<file path="src/hdl/accel_peak_hold_detector_core_defines.svh">
// Assertion macros for the accelerometer peak-hold core.
// Used by hdl/accel_peak_hold_detector_core.sv; no other dependencies.
`ifndef ACCEL_PEAK_HOLD_DETECTOR_CORE_DEFINES_SVH
`define ACCEL_PEAK_HOLD_DETECTOR_CORE_DEFINES_SVH

// Same-cycle implication, disabled during reset.
`define APHD_ASSERT_IMP(label, clk, rstn, ante, cons, msg) \
  label: assert property (@(posedge clk) disable iff (!(rstn)) (ante) |-> (cons)) \
    else $error(msg);

// Next-cycle implication, disabled during reset.
`define APHD_ASSERT_NXT(label, clk, rstn, ante, cons, msg) \
  label: assert property (@(posedge clk) disable iff (!(rstn)) (ante) |=> (cons)) \
    else $error(msg);

`endif

</file>
<file path="src/hdl/aphd_pkg.sv">
// Shared constants and types for the accelerometer peak-hold core.
// No dependencies.
`default_nettype none

package aphd_pkg;

  localparam int unsigned AxisW  = 16;
  localparam int unsigned MagW   = 16;
  localparam int unsigned TimeW  = 32;
  localparam int unsigned SumW   = 32;
  localparam int unsigned CfgW   = 16;
  localparam int unsigned CfgIdxW = 2;

  // register indexes on the config port
  localparam logic [CfgIdxW-1:0] CFG_PEAK_THRESHOLD = 2'd0;
  localparam logic [CfgIdxW-1:0] CFG_HOLD_MS        = 2'd1;

  // reset values: 1.5 g in Q4.11 and 3 s
  localparam logic [CfgW-1:0] THRESHOLD_RESET = 16'd3072;
  localparam logic [CfgW-1:0] HOLD_MS_RESET   = 16'd3000;

  // one result item
  typedef struct packed {
    logic [MagW-1:0] magnitude;
    logic [MagW-1:0] peak_value;
    logic            peak_showing;
    logic            peak_is_record;
    logic [MagW-1:0] record_value;
    logic            new_record;
    logic [CfgW-1:0] hold_left_ms;
  } result_t;

endpackage

`default_nettype wire

</file>
<file path="src/hdl/accel_peak_hold_detector_core.sv">
// Accelerometer peak-hold core (depends on aphd_pkg and the _defines.svh macros). One sample
// (x, y, z in signed Q4.11 g, a millisecond stamp and a clear flag) is taken when in_valid_i
// is high and in_stall_o low; in_stall_o then stays high while the item is worked on. The
// magnitude floor(sqrt(x^2+y^2+z^2)) comes from one shared 16x16 squarer (three passes plus
// an accumulate) followed by a radix-2 digit-by-digit root, one result bit per cycle, then
// an update step for peak, record and hold expiry. An item occupies the block from accept
// to the next possible accept, the root loop being the dominant term; a stalled output
// lengthens it, since the update step waits while the output register holds an untaken
// result. Results sit in an output register (out_valid_o / out_stall_i) and a new sample
// may be accepted while one waits there. Configuration writes (index 0 threshold, 1 hold
// time, others ignored) are expected only while idle. There is no clearing pass after reset.
`default_nettype none

`include "accel_peak_hold_detector_core_defines.svh"

module accel_peak_hold_detector_core (
  input  logic                             clk_i,
  input  logic                             rst_ni,
  // config
  input  logic                             cfg_we_i,
  input  logic [aphd_pkg::CfgIdxW-1:0]     cfg_index_i,
  input  logic [aphd_pkg::CfgW-1:0]        cfg_data_i,
  // sample in
  input  logic                             in_valid_i,
  output logic                             in_stall_o,
  input  logic signed [aphd_pkg::AxisW-1:0] accel_x_i,
  input  logic signed [aphd_pkg::AxisW-1:0] accel_y_i,
  input  logic signed [aphd_pkg::AxisW-1:0] accel_z_i,
  input  logic [aphd_pkg::TimeW-1:0]       now_ms_i,
  input  logic                             clear_record_i,
  // result out
  output logic                             out_valid_o,
  input  logic                             out_stall_i,
  output logic [aphd_pkg::MagW-1:0]        magnitude_o,
  output logic [aphd_pkg::MagW-1:0]        peak_value_o,
  output logic                             peak_showing_o,
  output logic                             peak_is_record_o,
  output logic [aphd_pkg::MagW-1:0]        record_value_o,
  output logic                             new_record_o,
  output logic [aphd_pkg::CfgW-1:0]        hold_left_ms_o
);

  // sequencer states
  localparam logic [1:0] ST_IDLE = 2'd0;
  localparam logic [1:0] ST_SQR  = 2'd1;  // squares and accumulate
  localparam logic [1:0] ST_ROOT = 2'd2;  // one root bit per cycle
  localparam logic [1:0] ST_FIN  = 2'd3;  // peak / record / expiry update

  localparam int unsigned RemW = aphd_pkg::MagW + 1;  // remainder stays <= 2*root

  logic [1:0] state_q, state_d;
  logic [3:0] cnt_q, cnt_d;

  // latched sample
  logic signed [aphd_pkg::AxisW-1:0] ax_q, ay_q, az_q;
  logic [aphd_pkg::TimeW-1:0]        now_q;
  logic                              clr_q;

  // datapath
  logic [aphd_pkg::SumW-2:0] prod_q;
  logic [aphd_pkg::SumW-1:0] acc_q, acc_d;
  logic [RemW-1:0]           rem_q, rem_d;
  logic [aphd_pkg::MagW-1:0] root_q, root_d;

  // config and tracked state
  logic [aphd_pkg::CfgW-1:0]  thr_q, hold_q;
  logic [aphd_pkg::MagW-1:0]  held_q, held_d;
  logic [aphd_pkg::TimeW-1:0] stamp_q, stamp_d;
  logic [aphd_pkg::MagW-1:0]  rec_q, rec_d;

  logic              out_valid_q;
  aphd_pkg::result_t res_q, res_d;

  logic in_acc, out_free, fin_go;

  assign in_acc   = in_valid_i && !in_stall_o;
  assign out_free = !out_valid_q || !out_stall_i;
  assign fin_go   = (state_q == ST_FIN) && out_free;

  assign in_stall_o = (state_q != ST_IDLE);

  // ---------------------------------------------------------------------------
  // Shared squarer: picks one axis per cycle, product registered before the add
  // ---------------------------------------------------------------------------
  logic signed [aphd_pkg::AxisW-1:0] sq_op;
  logic signed [aphd_pkg::SumW-1:0]  sq_ext;
  logic signed [aphd_pkg::SumW-1:0]  sq_full;

  always_comb begin
    case (cnt_q[1:0])
      2'd0:    sq_op = ax_q;
      2'd1:    sq_op = ay_q;
      default: sq_op = az_q;
    endcase
  end

  assign sq_ext  = {{(aphd_pkg::SumW-aphd_pkg::AxisW){sq_op[aphd_pkg::AxisW-1]}}, sq_op};
  assign sq_full = sq_ext * sq_ext;

  // ---------------------------------------------------------------------------
  // Root step: bring down two bits of the sum, try (root<<2)|1
  // ---------------------------------------------------------------------------
  logic [RemW+1:0] rem_sh, trial, rem_sub;
  logic            take;

  assign rem_sh  = {rem_q, acc_q[aphd_pkg::SumW-1 -: 2]};
  assign trial   = {1'b0, root_q, 2'b01};
  assign take    = (rem_sh >= trial);
  assign rem_sub = rem_sh - trial;

  // ---------------------------------------------------------------------------
  // Sequencer
  // ---------------------------------------------------------------------------
  always_comb begin
    state_d = state_q;
    cnt_d   = cnt_q;
    acc_d   = acc_q;
    rem_d   = rem_q;
    root_d  = root_q;
    case (state_q)
      ST_IDLE: begin
        if (in_acc) begin
          state_d = ST_SQR;
          cnt_d   = '0;
          acc_d   = '0;
        end
      end
      ST_SQR: begin
        cnt_d = cnt_q + 4'd1;
        if (cnt_q != 4'd0) begin
          acc_d = acc_q + {1'b0, prod_q};
        end
        if (cnt_q == 4'd3) begin
          state_d = ST_ROOT;
          cnt_d   = '0;
          rem_d   = '0;
          root_d  = '0;
        end
      end
      ST_ROOT: begin
        cnt_d  = cnt_q + 4'd1;
        acc_d  = {acc_q[aphd_pkg::SumW-3:0], 2'b00};
        rem_d  = take ? rem_sub[RemW-1:0] : rem_sh[RemW-1:0];
        root_d = {root_q[aphd_pkg::MagW-2:0], take};
        if (cnt_q == 4'd15) begin
          state_d = ST_FIN;
        end
      end
      ST_FIN: begin
        if (out_free) begin
          state_d = ST_IDLE;
        end
      end
      default: state_d = ST_IDLE;
    endcase
  end

  // ---------------------------------------------------------------------------
  // Peak, record and expiry update (root_q is the magnitude here)
  // ---------------------------------------------------------------------------
  logic                       cap, expire;
  logic [aphd_pkg::MagW-1:0]  hp1, rec1;
  logic [aphd_pkg::TimeW-1:0] st1, elapsed;
  logic                       raised;

  always_comb begin
    cap    = (root_q > thr_q) && (root_q > held_q);
    hp1    = cap ? root_q : held_q;
    st1    = cap ? now_q : stamp_q;
    raised = cap && (root_q > rec_q);
    rec1   = raised ? root_q : rec_q;
    if (clr_q) begin
      hp1    = '0;
      rec1   = '0;
      raised = 1'b0;
    end
    elapsed = now_q - st1;
    expire  = (hp1 < thr_q) ||
              (elapsed > {{(aphd_pkg::TimeW-aphd_pkg::CfgW){1'b0}}, hold_q});

    held_d  = expire ? '0 : hp1;
    stamp_d = st1;
    rec_d   = rec1;

    res_d.magnitude      = root_q;
    res_d.peak_value     = held_d;
    res_d.peak_showing   = !expire;
    res_d.peak_is_record = !expire && (hp1 >= rec1);
    res_d.record_value   = rec1;
    res_d.new_record     = raised;
    res_d.hold_left_ms   = expire ? '0 : (hold_q - elapsed[aphd_pkg::CfgW-1:0]);
  end

  // ---------------------------------------------------------------------------
  // Registers
  // ---------------------------------------------------------------------------
  always_ff @(posedge clk_i or negedge rst_ni) begin
    if (!rst_ni) begin
      state_q     <= ST_IDLE;
      cnt_q       <= '0;
      out_valid_q <= 1'b0;
      thr_q       <= aphd_pkg::THRESHOLD_RESET;
      hold_q      <= aphd_pkg::HOLD_MS_RESET;
      held_q      <= '0;
      stamp_q     <= '0;
      rec_q       <= '0;
    end else begin
      state_q <= state_d;
      cnt_q   <= cnt_d;
      if (cfg_we_i) begin
        case (cfg_index_i)
          aphd_pkg::CFG_PEAK_THRESHOLD: thr_q  <= cfg_data_i;
          aphd_pkg::CFG_HOLD_MS:        hold_q <= cfg_data_i;
          default: ;
        endcase
      end
      if (fin_go) begin
        held_q      <= held_d;
        stamp_q     <= stamp_d;
        rec_q       <= rec_d;
        out_valid_q <= 1'b1;
      end else if (!out_stall_i) begin
        out_valid_q <= 1'b0;
      end
    end
  end

  // payload, no reset
  always_ff @(posedge clk_i) begin
    if (in_acc) begin
      ax_q  <= accel_x_i;
      ay_q  <= accel_y_i;
      az_q  <= accel_z_i;
      now_q <= now_ms_i;
      clr_q <= clear_record_i;
    end
    prod_q <= sq_full[aphd_pkg::SumW-2:0];
    acc_q  <= acc_d;
    rem_q  <= rem_d;
    root_q <= root_d;
    if (fin_go) begin
      res_q <= res_d;
    end
  end

  assign out_valid_o      = out_valid_q;
  assign magnitude_o      = res_q.magnitude;
  assign peak_value_o     = res_q.peak_value;
  assign peak_showing_o   = res_q.peak_showing;
  assign peak_is_record_o = res_q.peak_is_record;
  assign record_value_o   = res_q.record_value;
  assign new_record_o     = res_q.new_record;
  assign hold_left_ms_o   = res_q.hold_left_ms;

  // ---------------------------------------------------------------------------
  // Assertions
  // ---------------------------------------------------------------------------
  `APHD_ASSERT_NXT(a_busy_after_accept, clk_i, rst_ni, in_acc, in_stall_o, "not busy after accept")
  `APHD_ASSERT_IMP(a_peak_implies_showing, clk_i, rst_ni, out_valid_o && (peak_value_o != '0), peak_showing_o, "peak without showing")
  `APHD_ASSERT_IMP(a_record_flag_showing, clk_i, rst_ni, out_valid_o && peak_is_record_o, peak_showing_o, "record flag without showing")
  `APHD_ASSERT_IMP(a_new_record_is_mag, clk_i, rst_ni, out_valid_o && new_record_o, (record_value_o == magnitude_o) && (peak_value_o == magnitude_o) && peak_showing_o, "new record mismatch")
  `APHD_ASSERT_IMP(a_hold_left_bounded, clk_i, rst_ni, out_valid_o && !peak_showing_o, hold_left_ms_o == '0, "hold time left while not showing")

endmodule

`default_nettype wire
</file>
<file path="config.mk">
export PLATFORM = sky130hd
export DESIGN_NAME = accel_peak_hold_detector_core
export DESIGN_NICKNAME = d
export VERILOG_FILES = /design/src/hdl/aphd_pkg.sv /design/src/hdl/accel_peak_hold_detector_core.sv
export VERILOG_INCLUDE_DIRS = /design/src /design/src/hdl
export SDC_FILE = /design/constraint.sdc
export NUM_CORES = 1
export LEC_CHECK = 0
export BUFFER_PORTS_ARGS = -buffer_cell sky130_fd_sc_hd__clkbuf_2
export CAP_MARGIN = 20
export CORE_ASPECT_RATIO = 1.1
export CORE_MARGIN = 2
export CORE_UTILIZATION = 60
export CTS_CLUSTER_SIZE = 40
export DETAILED_ROUTE_END_ITERATION = 6
export GPL_ROUTABILITY_DRIVEN = 0
export MAX_ROUTING_LAYER = met4
export PLACE_DENSITY_LB_ADDON = 0.08
export SLEW_MARGIN = 20
export SYNTH_ARGS = -nofsm -noshare
export SYNTH_HDL_FRONTEND = slang
export SYNTH_SLANG_ARGS = --single-unit
export TNS_END_PERCENT = 100
</file>
<file path="constraint.sdc">
create_clock -name clk_i -period 10.69 [get_ports clk_i]
set_clock_uncertainty 0.15 [all_clocks]
set_input_delay 2.138 -clock clk_i [delete_from_list [all_inputs] [get_ports clk_i]]
set_output_delay 2.138 -clock clk_i [all_outputs]
set_load 0.005 [all_outputs]
</file>
==> impl_metrics.yaml <==
floorplan:
  start_util_pct: 60.8
  core_um2: 47900
  std_cell_rows: 84
  dieArea_um2: 50400
  die_h_um: 235
  die_w_um: 214
  io_pins: 173
clock_tree:
  cts_root_buf: "clkbuf_16"
  cts_tree: "done"
  htreeDepth: 2
  cts.path.max_buffers: 3
  hold_buffers: 0
  clock_sinks: 346
  post-cts-setup-buffer-count: 0
  cts_resized: 0
  path_clk_slew_ns: 0.06
  clock_latency_ns: 0.56
  cts_buffers: 38
sta:
  hold_viol: 0
  tightest_slew_ns: 1.09
  finalCritPeriodShare_pct: 86.4
  setup_violations: 0
  tns_ns: 0
  maxSlewHeadroom_pct: 27.6
  min_period_ns: 9.24
  max_freq_mhz: 108
  slew_violations: 0
  grt_setup_unrepaired: "false"
global_routing:
  grt.total_usage_pct: 29.0
  grt_pass1_wl_um: 115000
  grt_max_degree: 85
  busiest_layer: "met2"
  grt_util_met1_pct: 35.5
  grt_pass1_vias: 22400
  grt_overflow: 0
  groute.layer.met3.usage_pct: 3.05
  grt_use_met2_pct: 50.1
  antenna_found_initial: 0
synth:
  synth-seq-cells: 346
  synth_top_area_share_pct: 21.9
  yosys_warnings: 0
  synth_area_um2: 29200
  synth_nets: 3604
  synth_enable_flop_cells: 213
  ys_seq_area_share_pct: 32.9
  yosysMostFrequentCell: "inv_1"
  ys_types: 89
  ys_top_cells_by_count: "516 x inv_1, 271 x ha_1, 241 x nor2_1, 237 x nand2_1, 236 x fa_1"
  synthFlopType: "edfxtp_1"
  syn_area_per_cell_um2: 9.74
  synthCells: 2993
  synthArstFlopShare_pct: 29.8
  yosysTopAreaCell: "edfxtp_1"
  ys_top_cells_by_area: "edfxtp_1 22%, fa_1 16%, ha_1 12%, dfrtp_1 8.1%, inv_1 6.6%"
worst_setup_path:
  arrival_ns: 9.55
  cp-end-kind: "register"
  start_kind: "register"
  slowest_delay_ns: 0.78
  crit_required_ns: 11.01
  cp_common_cell: "inv_1"
  crit_fanout: 18
  cp_slowest_cell: "a21oi_1"
  worstSetupPathType: "register to register"
layout:
  drive_above_1_share_pct: 11.9
  area_delta_synth_final_pct: 9.75
  finalNetCount: 3754
  diodes: 0
routing:
  postRouteAntennaNets: 0
  drtIter0Drc: 1745
  num_vias: 21800
  wire_per_inst_um: 18.2
  drtPass1Iterations: 6
  drt-total-wl_um: 69600
  drcViolationCount: 0
  vias_per_cell: 5.71
flow_run:
  maxCapViolations: 0
worst_hold_path:
  hp-class: "register to register"
placed_design:
  hpwl_um: 54800
  port_buffers: 172
outcome:
  status: "completed"
-- metal layers --
metal / share of wire (%) / vias to the layer above
li1: - / 10400
met1: 41 / 10500
met2: 50 / 707
met3: 5.1 / 151
met4: 3.9 / 0
met5: 0 / -
-- final cells by class --
type,instances,area [µm²]
multi-input cells,2039,17300
well taps,645,807
inverters,525,1970
fillers,3840,15900
repair buffers,193,1050
flip-flops and latches,346,9590
clock inverters,13,143
clock buffers,56,1110
-- final timing paths --
| kind | cells after the start | from | slack [ns] | to |
|---|---|---|---|---|
| worst max-delay path | 30 | cnt_q[0] | 1.45 | prod_q[28] |
| worst min-delay path | 2 | stamp_q[8] | 0.33 | stamp_q[8] |
| worst max register to register | 30 | cnt_q[0] | 1.45 | prod_q[28] |
| worst min register to register | 2 | stamp_q[8] | 0.33 | stamp_q[8] |
| max in group asynchronous | 2 | rst_ni | 7.60 | stamp_q[27] |
| min in group asynchronous | 1 | rst_ni | 1.47 | rec_q[11] |
-- through the flow --
| stage | worst slack, ns | util [%] | instances | hold slack [ns] | cell area (µm²) |
|---|---|---|---|---|---|
| global route | 0.888 | 66.8 | 3817 | 0.361 | 32000 |
| CTS | 1.33 | 66.7 | 3816 | 0.333 | 32000 |
| finish | 1.45 | 66.8 | 3817 | 0.330 | 32000 |
| global placement | 1.69 | 64.0 | 3746 | 0.313 | 30700 |
| detailed placement | 1.34 | 64.1 | 3747 | 0.319 | 30700 |
| floorplan | 2.43 | - | 2993 | 0.296 | 29200 |
-- cells in the final DEF (no fill, tap or decap), types with 39 or more instances in the layout --
| cell type | synthesis | layout |
|---|---|---|
| a21o_1 | 53 | 53 |
| nor2b_1 | 46 | 46 |
| xnor2_1 | 63 | 63 |
| fa_1 | 236 | 236 |
| inv_1 | 516 | 515 |
| nand2_1 | 237 | 236 |
| ha_1 | 271 | 271 |
| dfrtp_1 | 94 | 94 |
| clkbuf_16 | 0 | 40 |
| edfxtp_1 | 213 | 213 |
| o21ai_0 | 143 | 142 |
| clkbuf_2 | 0 | 171 |
| nor3_1 | 42 | 42 |
| or2_2 | 39 | 39 |
| a21oi_1 | 152 | 152 |
| mux2i_1 | 45 | 45 |
| nor2_1 | 241 | 239 |
-- worst max-delay path, delay by kind of cell (launching register included) --
family / cells / cell delay [ns]
AO/OA/AOI/OAI: 7 / 2.84
XOR/XNOR: 1 / 0.15
adder cells (fa/ha/maj): 8 / 3.48
buffers and inverters: 10 / 1.28
flip-flops: 1 / 0.41
AND/OR/NAND/NOR: 4 / 0.82
-- kinds of logic (layout without fill, tap and decap cells) --
family	count (synthesis)	in the layout	share of synthesized area, %
multiplexers	78	78	2.82
AND/OR/NAND/NOR	761	761	12.1
flip-flops	346	346	32.9
XOR/XNOR	98	98	2.94
buffers and inverters	608	787	7.89
AO/OA/AOI/OAI	593	593	13.4
adder cells (fa/ha/maj)	509	509	27.9
-- state kept, by name (all words and copies together) (netlist names), 16 cells and up --
| signal | cells |
|---|---|
| acc_q | 32 |
| now_q | 32 |
| stamp_q | 32 |
| prod_q | 30 |
| rem_q | 17 |
| ax_q | 16 |
| ay_q | 16 |
| az_q | 16 |
| held_q | 16 |
| hold_left_ms_o | 16 |
| hold_q | 16 |
| magnitude_o | 16 |
| peak_value_o | 16 |
| rec_q | 16 |
| record_value_o | 16 |
| root_q | 16 |
| thr_q | 16 |
Power is not shown: default switching activity piles up to over one toggle a cycle in this logic, so the estimate is an artifact.
